[config.mk]
export PLATFORM = sky130hd
export DESIGN_NAME = fit_placement_allocator
export DESIGN_NICKNAME = d
export VERILOG_FILES = /design/src/rtl/fpa_pkg.sv /design/src/rtl/fpa_cell.sv /design/src/rtl/fit_placement_allocator.sv
export SDC_FILE = /design/constraint.sdc
export NUM_CORES = 2
export LEC_CHECK = 0
export ABC_AREA = 0
export BUFFER_PORTS_ARGS = -buffer_cell sky130_fd_sc_hd__buf_2
export CAP_MARGIN = 25
export CORE_MARGIN = 5
export CORE_UTILIZATION = 49
export CTS_CLUSTER_DIAMETER = 40
export DETAILED_ROUTE_END_ITERATION = 8
export PLACE_DENSITY = 0.64
export SLEW_MARGIN = 20
export SYNTH_ARGS = -nofsm -noshare
export SYNTH_HDL_FRONTEND = slang
export SYNTH_SLANG_ARGS = --single-unit
[constraint.sdc]
create_clock -name clk -period 13.4 [get_ports clk]
set_clock_uncertainty 0.1 [all_clocks]
set_input_delay 2.68 -clock clk [delete_from_list [all_inputs] [get_ports clk]]
set_output_delay 2.68 -clock clk [all_outputs]
set_load 0.02 [all_outputs]
[src/rtl/fpa_pkg.sv]
// ----------------------------------------------------------------------------
// fpa_pkg: shared types and constants of the fit placement allocator
// Placement modes, register indexes, controller states and the status flags
// that travel with the scan beat along the row of block cells.
// ----------------------------------------------------------------------------
`default_nettype none

package fpa_pkg;

	// Placement policy, as written to the mode register.
	typedef enum logic [1:0] {
		MODE_FIRST = 2'd0,
		MODE_NEXT  = 2'd1,
		MODE_BEST  = 2'd2,
		MODE_WORST = 2'd3
	} mode_t;

	// Controller states.
	typedef enum logic [1:0] {
		ST_IDLE = 2'd0,
		ST_SCAN = 2'd1,
		ST_DONE = 2'd2
	} state_t;

	// Configuration register indexes.
	localparam logic REG_MODE  = 1'b0;
	localparam logic REG_COUNT = 1'b1;

	// Input action codes.
	localparam logic ACT_LOAD  = 1'b0;
	localparam logic ACT_PLACE = 1'b1;

	localparam int SUM_W   = 20;
	localparam int LEFT_W  = 16;
	localparam int AMT_W   = 16;
	localparam int BIDX_W  = 4;
	localparam int COUNT_W = 5;

	// Status that moves with the scan beat from cell to cell.
	typedef struct packed {
		logic valid;
		logic found_a;
		logic found_b;
	} flags_t;

endpackage

`default_nettype wire

[src/rtl/fpa_cell.sv]
// ----------------------------------------------------------------------------
// fpa_cell: one block of the placement table
// Holds the free capacity of one block. When the scan beat passes, the cell
// stores a load aimed at it, adds its capacity to the running sum if it is in
// use and updates the candidate picks, then registers the beat for the next cell.
// ----------------------------------------------------------------------------
`default_nettype none

module fpa_cell #(
	parameter int CELL_INDEX = 0,
	parameter int SIZE_BITS  = 16,
	parameter int IDX_W      = 4,
	parameter int CNT_W      = 5
) (
	input  wire logic                       clk,
	input  wire logic                       arst_n,
	// item held by the controller for the whole scan
	input  wire logic                       cmd_place,
	input  wire fpa_pkg::mode_t             cmd_mode,
	input  wire logic [SIZE_BITS-1:0]       cmd_req,
	input  wire logic                       cmd_load_ok,
	input  wire logic [IDX_W-1:0]           cmd_load_idx,
	input  wire logic [CNT_W-1:0]           cmd_count,
	input  wire logic [IDX_W-1:0]           cmd_start,
	// capacity reduction of the chosen block
	input  wire logic                       commit_valid,
	input  wire logic [IDX_W-1:0]           commit_pick,
	// scan beat from the previous cell
	input  wire fpa_pkg::flags_t            in_flags,
	input  wire logic [fpa_pkg::SUM_W-1:0]  in_sum,
	input  wire logic [IDX_W-1:0]           in_pick_a,
	input  wire logic [SIZE_BITS-1:0]       in_val_a,
	input  wire logic [IDX_W-1:0]           in_pick_b,
	input  wire logic [SIZE_BITS-1:0]       in_val_b,
	// scan beat to the next cell
	output fpa_pkg::flags_t                 out_flags,
	output logic [fpa_pkg::SUM_W-1:0]       out_sum,
	output logic [IDX_W-1:0]                out_pick_a,
	output logic [SIZE_BITS-1:0]            out_val_a,
	output logic [IDX_W-1:0]                out_pick_b,
	output logic [SIZE_BITS-1:0]            out_val_b
);

	localparam logic [IDX_W-1:0] MY_IDX = IDX_W'(CELL_INDEX);
	localparam logic [CNT_W-1:0] MY_CNT = CNT_W'(CELL_INDEX);

	logic [SIZE_BITS-1:0]       val_q;
	logic                       load_hit;
	logic [SIZE_BITS-1:0]       cur_val;
	logic                       in_use;
	logic                       fits;
	fpa_pkg::flags_t            nx_flags;
	logic [fpa_pkg::SUM_W-1:0]  nx_sum;
	logic [IDX_W-1:0]           nx_pick_a;
	logic [SIZE_BITS-1:0]       nx_val_a;
	logic [IDX_W-1:0]           nx_pick_b;
	logic [SIZE_BITS-1:0]       nx_val_b;

	fpa_pkg::flags_t            flags_q;
	logic [fpa_pkg::SUM_W-1:0]  sum_q;
	logic [IDX_W-1:0]           pick_a_q;
	logic [SIZE_BITS-1:0]       val_a_q;
	logic [IDX_W-1:0]           pick_b_q;
	logic [SIZE_BITS-1:0]       val_b_q;

	always_comb begin
		load_hit  = !cmd_place && cmd_load_ok && (cmd_load_idx == MY_IDX);
		cur_val   = load_hit ? cmd_req : val_q;
		in_use    = MY_CNT < cmd_count;
		fits      = cmd_place && in_use && (cur_val >= cmd_req);
		nx_flags  = in_flags;
		nx_sum    = in_sum + (in_use ? fpa_pkg::SUM_W'(cur_val) : '0);
		nx_pick_a = in_pick_a;
		nx_val_a  = in_val_a;
		nx_pick_b = in_pick_b;
		nx_val_b  = in_val_b;
		if (fits) begin
			unique case (cmd_mode)
				fpa_pkg::MODE_FIRST: begin
					if (!in_flags.found_a) begin
						nx_flags.found_a = 1'b1;
						nx_pick_a        = MY_IDX;
						nx_val_a         = cur_val;
					end
				end
				fpa_pkg::MODE_NEXT: begin
					// Candidate a covers the blocks from the start point up,
					// candidate b the wrapped part below it.
					if (MY_IDX >= cmd_start) begin
						if (!in_flags.found_a) begin
							nx_flags.found_a = 1'b1;
							nx_pick_a        = MY_IDX;
							nx_val_a         = cur_val;
						end
					end else if (!in_flags.found_b) begin
						nx_flags.found_b = 1'b1;
						nx_pick_b        = MY_IDX;
						nx_val_b         = cur_val;
					end
				end
				fpa_pkg::MODE_BEST: begin
					if (!in_flags.found_a || (cur_val < in_val_a)) begin
						nx_flags.found_a = 1'b1;
						nx_pick_a        = MY_IDX;
						nx_val_a         = cur_val;
					end
				end
				fpa_pkg::MODE_WORST: begin
					if (!in_flags.found_a || (cur_val > in_val_a)) begin
						nx_flags.found_a = 1'b1;
						nx_pick_a        = MY_IDX;
						nx_val_a         = cur_val;
					end
				end
				default: begin
					nx_flags = in_flags;
				end
			endcase
		end
	end

	always_ff @(posedge clk or negedge arst_n) begin
		if (!arst_n) begin
			val_q   <= '0;
			flags_q <= '0;
		end else begin
			flags_q <= nx_flags;
			if (in_flags.valid && load_hit) begin
				val_q <= cmd_req;
			end else if (commit_valid && (commit_pick == MY_IDX)) begin
				val_q <= val_q - cmd_req;
			end
		end
	end

	always_ff @(posedge clk) begin
		if (in_flags.valid) begin
			sum_q    <= nx_sum;
			pick_a_q <= nx_pick_a;
			val_a_q  <= nx_val_a;
			pick_b_q <= nx_pick_b;
			val_b_q  <= nx_val_b;
		end
	end

	assign out_flags  = flags_q;
	assign out_sum    = sum_q;
	assign out_pick_a = pick_a_q;
	assign out_val_a  = val_a_q;
	assign out_pick_b = pick_b_q;
	assign out_val_b  = val_b_q;

endmodule

`default_nettype wire

[src/rtl/fit_placement_allocator.sv]
// ----------------------------------------------------------------------------
// fit_placement_allocator: first, next, best and worst fit block placement
// Usage:
// The slave stream takes one beat per item: s_tuser is the action (load a
// block capacity or place a request), s_tdata the block index and amount.
// The master stream returns one beat per item: m_tuser says whether a
// request was placed, m_tdata the block, its remaining capacity and the
// free total over the blocks in use.
// Each item sends one scan beat down the row of NUM_BLOCKS cells, one cell
// per cycle. One item is in work at a time; the next is accepted in the
// cycle after the result is latched. A placed request reduces the chosen
// cell in the cycle after the result is latched.
// If the receiver stalls, the result waits in the output register; the next
// item is still taken and its scan runs, but its result waits for that
// register to drain.
// Reset clears all capacities and the next fit cursor, and sets first fit
// and a block count of sixteen. The user must write mode and count through
// the cfg port only while no item is in work; the block does not enforce it.
// ----------------------------------------------------------------------------
`default_nettype none

module fit_placement_allocator #(
	parameter int NUM_BLOCKS = 16,
	parameter int SIZE_BITS  = 16
) (
	input  wire logic        clk,
	input  wire logic        arst_n,
	// configuration write port
	input  wire logic        cfg_we,
	input  wire logic        cfg_index,
	input  wire logic [4:0]  cfg_data,
	// input items
	input  wire logic        s_tvalid,
	output logic             s_tready,
	input  wire logic [23:0] s_tdata,   // block_index[3:0], amount[19:4], zero pad
	input  wire logic [0:0]  s_tuser,   // action[0]
	// results
	output logic             m_tvalid,
	input  wire logic        m_tready,
	output logic [39:0]      m_tdata,   // chosen_block[3:0], block_left[19:4],
	                                    // free_total[39:20]
	output logic [0:0]       m_tuser    // placed[0]
);

	localparam int IDX_W = (NUM_BLOCKS > 1) ? $clog2(NUM_BLOCKS) : 1;
	localparam int CNT_W = $clog2(NUM_BLOCKS + 1);

	// configuration
	fpa_pkg::mode_t                mode_q;
	logic [fpa_pkg::COUNT_W-1:0]   count_q;
	logic [CNT_W-1:0]              count_use;

	// item held during the scan
	logic                          place_q;
	logic [SIZE_BITS-1:0]          req_q;
	logic                          load_ok_q;
	logic [IDX_W-1:0]              load_idx_q;
	logic [fpa_pkg::BIDX_W-1:0]    bidx_q;
	logic [CNT_W-1:0]              cnt_q;
	logic [IDX_W-1:0]              start_q;
	logic                          launch_q;
	logic [IDX_W-1:0]              cursor_q;

	// commit of the chosen block
	logic                          commit_q;
	logic [IDX_W-1:0]              commit_pick_q;

	// output register
	logic                          m_valid_q;
	logic [39:0]                   m_data_q;
	logic                          m_placed_q;

	fpa_pkg::state_t               state_q, state_d;
	logic                          accept;
	logic                          finish;

	// chain of scan beats, entry 0 from the controller
	fpa_pkg::flags_t               ch_flags  [NUM_BLOCKS+1];
	logic [fpa_pkg::SUM_W-1:0]     ch_sum    [NUM_BLOCKS+1];
	logic [IDX_W-1:0]              ch_pick_a [NUM_BLOCKS+1];
	logic [SIZE_BITS-1:0]          ch_val_a  [NUM_BLOCKS+1];
	logic [IDX_W-1:0]              ch_pick_b [NUM_BLOCKS+1];
	logic [SIZE_BITS-1:0]          ch_val_b  [NUM_BLOCKS+1];

	// result of the scan
	fpa_pkg::flags_t               lf;
	logic                          res_placed;
	logic [IDX_W-1:0]              res_pick;
	logic [SIZE_BITS-1:0]          res_pval;
	logic [SIZE_BITS-1:0]          res_rest;
	logic [fpa_pkg::LEFT_W-1:0]    res_left;
	logic [fpa_pkg::BIDX_W-1:0]    res_block;
	logic [fpa_pkg::SUM_W-1:0]     res_sum;

	always_comb begin
		if (count_q == '0) begin
			count_use = CNT_W'(1);
		end else if (32'(count_q) > NUM_BLOCKS) begin
			count_use = CNT_W'(NUM_BLOCKS);
		end else begin
			count_use = CNT_W'(count_q);
		end
	end

	always_ff @(posedge clk or negedge arst_n) begin
		if (!arst_n) begin
			mode_q  <= fpa_pkg::MODE_FIRST;
			count_q <= fpa_pkg::COUNT_W'(16);
		end else if (cfg_we) begin
			unique case (cfg_index)
				fpa_pkg::REG_MODE:  mode_q  <= fpa_pkg::mode_t'(cfg_data[1:0]);
				fpa_pkg::REG_COUNT: count_q <= cfg_data;
				default:            mode_q  <= mode_q;
			endcase
		end
	end

	// controller
	always_ff @(posedge clk or negedge arst_n) begin
		if (!arst_n) begin
			state_q <= fpa_pkg::ST_IDLE;
		end else begin
			state_q <= state_d;
		end
	end

	always_comb begin
		state_d  = state_q;
		s_tready = 1'b0;
		accept   = 1'b0;
		finish   = 1'b0;
		unique case (state_q)
			fpa_pkg::ST_IDLE: begin
				s_tready = 1'b1;
				accept   = s_tvalid;
				if (s_tvalid) begin
					state_d = fpa_pkg::ST_SCAN;
				end
			end
			fpa_pkg::ST_SCAN: begin
				if (ch_flags[NUM_BLOCKS].valid) begin
					state_d = fpa_pkg::ST_DONE;
				end
			end
			fpa_pkg::ST_DONE: begin
				if (!m_valid_q || m_tready) begin
					finish  = 1'b1;
					state_d = fpa_pkg::ST_IDLE;
				end
			end
			default: begin
				state_d = fpa_pkg::ST_IDLE;
			end
		endcase
	end

	// Picks and the sum from the last cell stay held until the next scan, but
	// its flags are not. The result is formed while the output register drains.
	always_comb begin
		lf         = ch_flags[NUM_BLOCKS];
		res_placed = place_q && (lf.found_a || lf.found_b);
		res_pick   = lf.found_a ? ch_pick_a[NUM_BLOCKS] : ch_pick_b[NUM_BLOCKS];
		res_pval   = lf.found_a ? ch_val_a[NUM_BLOCKS] : ch_val_b[NUM_BLOCKS];
		res_rest   = res_pval - req_q;
		if (place_q) begin
			res_left  = res_placed ? fpa_pkg::LEFT_W'(res_rest) : '0;
			res_block = res_placed ? fpa_pkg::BIDX_W'(res_pick) : '0;
		end else begin
			res_left  = load_ok_q ? fpa_pkg::LEFT_W'(req_q) : '0;
			res_block = bidx_q;
		end
		res_sum = res_placed ? ch_sum[NUM_BLOCKS] - fpa_pkg::SUM_W'(req_q)
		                     : ch_sum[NUM_BLOCKS];
	end

	always_ff @(posedge clk) begin
		if (accept) begin
			place_q    <= (s_tuser[0] == fpa_pkg::ACT_PLACE);
			req_q      <= SIZE_BITS'(s_tdata[19:4]);
			load_ok_q  <= 32'(s_tdata[3:0]) < NUM_BLOCKS;
			load_idx_q <= IDX_W'(s_tdata[3:0]);
			bidx_q     <= s_tdata[3:0];
			cnt_q      <= count_use;
			start_q    <= (CNT_W'(cursor_q) < count_use) ? cursor_q : '0;
		end
		if (finish) begin
			commit_pick_q <= res_pick;
			m_data_q      <= {res_sum, res_left, res_block};
			m_placed_q    <= res_placed;
		end
	end

	always_ff @(posedge clk or negedge arst_n) begin
		if (!arst_n) begin
			launch_q  <= 1'b0;
			commit_q  <= 1'b0;
			cursor_q  <= '0;
			m_valid_q <= 1'b0;
		end else begin
			launch_q <= accept;
			commit_q <= finish && res_placed;
			if (finish) begin
				m_valid_q <= 1'b1;
				if (!place_q && load_ok_q) begin
					cursor_q <= '0;
				end else if (res_placed && (mode_q == fpa_pkg::MODE_NEXT)) begin
					cursor_q <= res_pick;
				end
			end else if (m_tready) begin
				m_valid_q <= 1'b0;
			end
		end
	end

	assign ch_flags[0]  = '{valid: launch_q, found_a: 1'b0, found_b: 1'b0};
	assign ch_sum[0]    = '0;
	assign ch_pick_a[0] = '0;
	assign ch_val_a[0]  = '0;
	assign ch_pick_b[0] = '0;
	assign ch_val_b[0]  = '0;

	for (genvar i = 0; i < NUM_BLOCKS; i++) begin : g_cell
		fpa_cell #(
			.CELL_INDEX (i),
			.SIZE_BITS  (SIZE_BITS),
			.IDX_W      (IDX_W),
			.CNT_W      (CNT_W)
		) u_cell (
			.clk          (clk),
			.arst_n       (arst_n),
			.cmd_place    (place_q),
			.cmd_mode     (mode_q),
			.cmd_req      (req_q),
			.cmd_load_ok  (load_ok_q),
			.cmd_load_idx (load_idx_q),
			.cmd_count    (cnt_q),
			.cmd_start    (start_q),
			.commit_valid (commit_q),
			.commit_pick  (commit_pick_q),
			.in_flags     (ch_flags[i]),
			.in_sum       (ch_sum[i]),
			.in_pick_a    (ch_pick_a[i]),
			.in_val_a     (ch_val_a[i]),
			.in_pick_b    (ch_pick_b[i]),
			.in_val_b     (ch_val_b[i]),
			.out_flags    (ch_flags[i+1]),
			.out_sum      (ch_sum[i+1]),
			.out_pick_a   (ch_pick_a[i+1]),
			.out_val_a    (ch_val_a[i+1]),
			.out_pick_b   (ch_pick_b[i+1]),
			.out_val_b    (ch_val_b[i+1])
		);
	end

	assign m_tvalid   = m_valid_q;
	assign m_tdata    = m_data_q;
	assign m_tuser[0] = m_placed_q;

endmodule

`default_nettype wire

### Word level (Yosys, flattened, before mapping)

Index checks and enable logic that the tools add are counted.

| storage, ports and cells | value |
|---|---|
| output and inout bits | 43 |
| flip-flop bits (word level) | 1340 |
| logic and storage cells | 966 |

| cells by class | value |
|---|---|
| multiplexer cells | 492 |
| magnitude comparators | 80 |
| equality and inequality tests | 38 |
| reduce and logical (&&, ||, !) cells | 162 |
| bitwise logic cells | 4 |
| $add $sub $neg | 33 |

Operator list:

| operator | count |
|---|---|
| $mux 16 | 202 |
| $pmux 16 s4 | 15 |
| $mux 4 | 131 |
| $add 20x20->20 | 15 |
| $sub 16x16->16 | 17 |
| $ge 16x16->1 | 16 |
| $gt 16x16->1 | 15 |
| $lt 16x16->1 | 15 |
| $pmux 4 s4 | 15 |
| $mux 1 | 88 |
| $logic_and 1x1->1 | 83 |
| $eq 4x4->1 const B | 16 |
| $pmux 1 s4 | 15 |
| $lt 4x5->1 const A | 8 |
| $mux 2 | 20 |
| $reduce_bool 2->1 | 18 |
| $eq 4x3->1 const B | 8 |
| $ge 4x4->1 const A | 8 |
| $logic_or 1x1->1 | 32 |
| $pmux 16 s2 | 1 |
| $lt 3x5->1 const A | 4 |
| $mux 20 | 1 |
| $sub 20x16->20 | 1 |
| $logic_not 1->1 | 17 |
| 23 further kinds | 48 |

### Longest topological paths before layout

| logic depth | value |
|---|---|
| depth after elaboration | 8 |
| gate-level depth with buffers | 21 |
| mapped depth without buffers | 19 |

### By module

A second synthesis with hierarchy kept.

| unflattened totals | value |
|---|---|
| cell total of the unflattened synthesis | 9731 |
| area, all modules | 97760.0 sq um |

By module, submodules not included:

| module | area each (sq um) | times used | cells each |
|---|---|---|---|
| fpa_cell (g_cell[10].u_cell) | 6097.1 | 1 | 659 |
| fpa_cell (g_cell[11].u_cell) | 5899.4 | 1 | 586 |
| fpa_cell (g_cell[8].u_cell) | 5893.2 | 1 | 602 |
| fpa_cell (g_cell[9].u_cell) | 5804.3 | 1 | 610 |
| fpa_cell (g_cell[5].u_cell) | 5798.1 | 1 | 568 |
| fpa_cell (g_cell[12].u_cell) | 5775.5 | 1 | 572 |
| fpa_cell (g_cell[3].u_cell) | 5775.5 | 1 | 567 |
| fpa_cell (g_cell[2].u_cell) | 5759.3 | 1 | 613 |
| fpa_cell (g_cell[7].u_cell) | 5751.8 | 1 | 535 |
| fpa_cell (g_cell[0].u_cell) | 5750.5 | 1 | 618 |
| fpa_cell (g_cell[6].u_cell) | 5750.5 | 1 | 558 |
| fpa_cell (g_cell[13].u_cell) | 5739.3 | 1 | 553 |
| fpa_cell (g_cell[1].u_cell) | 5738.0 | 1 | 565 |
| fpa_cell (g_cell[4].u_cell) | 5734.2 | 1 | 569 |
| 3 more rows | - | - | - |

### Least setup slack after synthesis

OpenSTA, ideal clock, no wires.

| timing path | value |
|---|---|
| path kind | in2reg |
| from | input port m_tready |
| to | register cursor_q[0] |
| arrival time | 5.630 ns |
| buffers on the path | 0 |
| setup slack | 7.535 ns |
| stages on the path | 5 |
| cell sequence | nand2b_1 nor2b_1 nand2_1 nand2_1 o21ai_0 |

| on the way | value |
|---|---|
| longest elaborated chain between the ends | 4 |

RTL lines:

| item | line | source |
|---|---|---|
| from (decl) | fit_placement_allocator.sv:39 | `input wire logic m_tready,` |
| $logic_or 1x1->1 | fit_placement_allocator.sv:146 | `if (!m_valid_q \|\| m_tready) begin` |
| $mux 1 | fit_placement_allocator.sv:146 |  |
| $mux 1 | fit_placement_allocator.sv:132 | `unique case (state_q)` |
| named net finish | fit_placement_allocator.sv:75 | `logic finish;` |
| $reduce_and 2->1 (no source line) | - |  |
| to (signal assigned) | fit_placement_allocator.sv:207 | `cursor_q <= res_pick;` |
| to (decl) | fit_placement_allocator.sv:62 | `logic [IDX_W-1:0] cursor_q;` |

The timed path passes the listed nets, and every way through them passes these cells.
A chain may end at the register's enable or synchronous reset.

### Worst setup path in the final report

| timing path | value |
|---|---|
| from | register place_q |
| to | register g_cell[4].u_cell.val_a_q[8] (data pin) |

| on the way | value |
|---|---|
| longest elaborated chain between the ends | 8 |
| elaborated cells between the ends (all ways) | 16 |

RTL lines:

| item | line | source |
|---|---|---|
| from (decl) | fit_placement_allocator.sv:54 | `logic place_q;` |
| from (signal assigned) | fit_placement_allocator.sv:178 | `place_q <= (s_tuser[0] == fpa_pkg::ACT_PLACE);` |
| $logic_not 1->1 | fpa_cell.sv:67 | `load_hit = !cmd_place && cmd_load_ok && (cmd_load_idx == MY_IDX);` |
| $logic_and 1x1->1 | fpa_cell.sv:67 |  |
| $mux 16 | fpa_cell.sv:68 | `cur_val = load_hit ? cmd_req : val_q;` |
| $gt 16x16->1 or $lt 16x16->1 (tied branches) | fpa_cell.sv:109, fpa_cell.sv:102 |  |
| $logic_or 1x1->1 (on tied branches) | fpa_cell.sv:109, fpa_cell.sv:102 |  |
| $mux 16 (on tied branches) | fpa_cell.sv:109, fpa_cell.sv:102 |  |
| $pmux 16 s4 | fpa_cell.sv:78 | `unique case (cmd_mode)` |
| $mux 16 (*) | fpa_cell.sv:77 | `if (fits) begin` |
| named net g_cell[4].u_cell.nx_val_a[8] | fpa_cell.sv:55 | `logic [SIZE_BITS-1:0] nx_val_a;` |
| to (signal assigned) | fpa_cell.sv:140 | `val_a_q <= nx_val_a;` |
| to (decl) | fpa_cell.sv:62 | `logic [SIZE_BITS-1:0] val_a_q;` |

Mark *: on every way through the listed nets, which the timed path passes. The rest lies on a longest branch.

==> run metrics <==
synth top area cells edfxtp_1, ha_1, dfrtp_1, mux2_2, a21oi_1; hold bufs inserted after CTS 0; share of the synthesized area in the top cell type 0.331; chip width 439 um; TritonCTS clock tree built; DR vias/cell 6.04; WS Path Type reg -> reg; Filler cells 15800; origin of the worst min-delay path g_cell[14].u_cell.out_flags[0]$_DFF_PN0_; final period utilization 0.466; Bufs on Longest Clock Path 3; Clock power frac 0.472; sequential element share of the synthesized area 0.420; Reg2Reg Depth 16; Seq cells post-synth 1315; Worst EP arrival 6.71 ns; Setup WS post-layout 7.16 ns; storage element area 37900 um^2; Startpoint Class flop; WP data required 13.87 ns; row cnt 157; Starting Density 0.493; overflow left after global routing 0; post-synth top area cell edfxtp_1; IO buf count 74; first-pass GRT wire length 424000 um; # Post-CTS Setup Buffers 0; yosys synthesis warning count 0; Least-Margin Pin Slew 1.08 ns; met3 GRT Util 0.0469; ys async rst share 0.243; clk root buf clkbuf_16; H-tree Lvls 4; Post-synth EDFFs 995; vias in the first global route 68300; initial antenna violation count 5; Hold Crit Class reg -> reg; Detailed Route WL 287000 um; R2R Path End g_cell[4].u_cell.out_val_a[8]$_DFFE_PP_; Synth Instances 8857; Main synth FF type edfxtp_1; Sink Count 1315; worst-skew pair later-pin latency 0.87 ns; Setup WS pre-CTS 7.25 ns; # DRC 0; pwr dens 117 nW/um^2; IR drop worst, VDD 0.110 mV; fmax 160 MHz; post-cts gate resize count 0; Setup-failing EPs final 0; Worst Setup End Kind flop; share of cells above drive strength 1 0.140; worst hold slack 0.257 ns; core footprint 183000 um^2; syn_area_per_cell 10.2 um^2; max-slew violations 0; Max Cap Viol 0; Area Growth Syn to Fin 12.9%; largest net degree at the start of global routing 127; Worst Hold Path Cells 0; Reg clk slew, reported paths 0.06 ns; WL per Instance 24.5 um; relative slew slack 0.274; TNS Setup 0 ns; Leakage 0.0446 uW; Internal 8600 uW; Final min period 6.24 ns; GR Layer Usage met1 0.380; post-route ant nets 0; worst r2r src place_q$_DFFE_PP_; Logic pwr share 0.126; Sw Ratio 0.276; status finished, final reports clean; First DRT Iteration DRCs 6705; Hold EP g_cell[15].u_cell.out_flags[0]$_DFF_PN0_; die area 193000 um^2; GRT Max-Usage Layer met2; cell area after synthesis 90300 um^2; DR vias 70800; Nets 10200; met2 Usage GRT 0.467; area occupied by multi-input gates 49300 um^2; CTS Buf Count 217; RSZ-0062 raised after global routing false; GPL Wtd Cong 0.934; syn_nets 9936; R2R Setup Slk 7.16 ns; CP max FO 31; drt pass-1 iters 6; DIE HEIGHT 439 um; gr usage total 0.291; io pins 79; Distinct cells, synth 95; DPL Wire Length 209000 um; Hold Fails Final Rpt 0; Reg power frac 0.402; Net Sw Power 3280 uW
[area by class of cell]
cell class / count / area share
Inverter: 553 / 0.0205
Clock buffer: 236 / 0.0543
Timing Repair Buffer: 295 / 0.0209
Multi-Input combinational cell: 6694 / 0.483
Clock inverter: 175 / 0.0185
Sequential cell: 1315 / 0.372
Antenna cell: 4 / 0.0000982
Tap cell: 2464 / 0.0303
[critical path, cell delays in order (launching register included)]
cell and delay [ns]:
edfxtp_1 0.35, buf_4 0.24, nor2b_1 0.52, nor2b_1 0.25, buf_4 0.23, nand2_1 0.53, o21ai_0 1.02, ha_1 0.41
a21o_1 0.17, a21oi_1 0.18, o211ai_1 0.14, a211oi_1 0.21, o21ai_0 0.11, a31oi_1 0.27, nand2b_1 0.17, a21o_1 0.58
mux2_2 0.45
[power groups by stage]
stage | sequential [uW] | clock, uW | combinational (uW)
after floorplan | 4820 | 0 | 984
after global placement | 4850 | 0 | 1430
after detailed placement | 4850 | 0 | 1470
after CTS | 4770 | 5680 | 1480
after global routing | 4780 | 5890 | 1650
final | 4770 | 5610 | 1500
[state kept, by name, indices dropped and copies added, names as in the netlist, 40 cells and up]
| name | cells |
|---|---|
| g_cell.u_cell.out_flags | 48 |
| g_cell.u_cell.out_val_a | 256 |
| g_cell.u_cell.out_sum | 310 |
| g_cell.u_cell.val_q | 256 |
| g_cell.u_cell.out_pick_a | 49 |
| g_cell.u_cell.out_val_b | 256 |
| g_cell.u_cell.out_pick_b | 49 |
| m_tdata | 40 |
[per-stage QoR]
step / std cells / total power (uW) / area (um^2) / utilization
floorplan: 8857 / 5800 / 90300 / -
global placement: 11300 / 6270 / 94300 / 0.514
detailed placement: 11300 / 6320 / 94300 / 0.515
CTS: 11700 / 11900 / 102000 / 0.555
global route: 11700 / 12300 / 102000 / 0.556
finish: 11700 / 11900 / 102000 / 0.556
[layer usage]
metal  part of all wire  vias to the layer above
li1                   -                    33100
met1               0.41                    34300
met2               0.46                     2699
met3              0.072                      753
met4              0.058                        2
met5           0.000038                        -
[cells in the final DEF (no fill, tap or decap), types with 26 or more instances in the layout]
master     instances
nand2_1          577
buf_4            199
a31oi_1           82
nand2b_1         117
or3_1             62
xnor2_1          261
buf_2             81
dfrtp_1          302
o211ai_1          51
nor2b_1          302
clkinv_4          26
inv_1            538
nor2_1           624
o21ai_0          542
o21bai_1          26
a211oi_1         159
o31ai_1           46
ha_1            1010
a21boi_0          32
xor2_1           111
mux2_2           475
a21oi_1          663
nor3_1           196
a22oi_1           30
clkinv_2          33
edfxtp_1         995
mux2i_1          101
a21o_1           228
inv_6             39
o21a_1           124
fa_1              33
nand4_1           69
or2_2             72
and2_1            85
clkbuf_16        217
nand3_1          153
and3_1            88
[worst max path at each step]
stage / start / endpoint / slack, ns / depth (start not counted)
after floorplan: m_tready / cursor_q[0]$_DFFE_PN0P_ / 7.54 / 5
after global placement: place_q$_DFFE_PP_ / g_cell[12].u_cell.out_val_a[12]$_DFFE_PP_ / 7.19 / 14
after detailed placement: place_q$_DFFE_PP_ / g_cell[14].u_cell.out_val_a[1]$_DFFE_PP_ / 7.25 / 16
after CTS: place_q$_DFFE_PP_ / g_cell[14].u_cell.out_val_a[1]$_DFFE_PP_ / 7.24 / 16
after global routing: place_q$_DFFE_PP_ / g_cell[6].u_cell.out_sum[16]$_DFFE_PP_ / 6.87 / 16
final: place_q$_DFFE_PP_ / g_cell[4].u_cell.out_val_a[8]$_DFFE_PP_ / 7.16 / 16
[cells by family after synthesis]
family	synth area share
xor+xnor	0.0361
fa+ha+maj	0.147
flops	0.420
simple gates	0.134
buf+inv	0.0361
compound gates	0.156
mux	0.0704
[cell usage after synthesis, types with 22 or more instances]
cell type and instances:
a211oi_1 159, a21boi_0 32, a21o_1 228, a21oi_1 663, a22oi_1 30, a31oi_1 83, and2_1 86, and3_1 89
buf_2 36, clkbuf_1 239, dfrtp_1 319, edfxtp_1 995, fa_1 33, ha_1 1010, inv_1 550, mux2_2 475
mux2i_1 101, nand2_1 578, nand2b_1 117, nand3_1 153, nand4_1 69, nor2_1 625, nor2b_1 304, nor3_1 198
nor4_1 27, o2111ai_1 23, o211ai_1 51, o21a_1 124, o21ai_0 544, o21bai_1 26, o31a_1 22, o31ai_1 46
or2_2 72, or3_1 62, xnor2_1 261, xor2_1 111
Note: power is estimated with default switching activity, not from simulation.
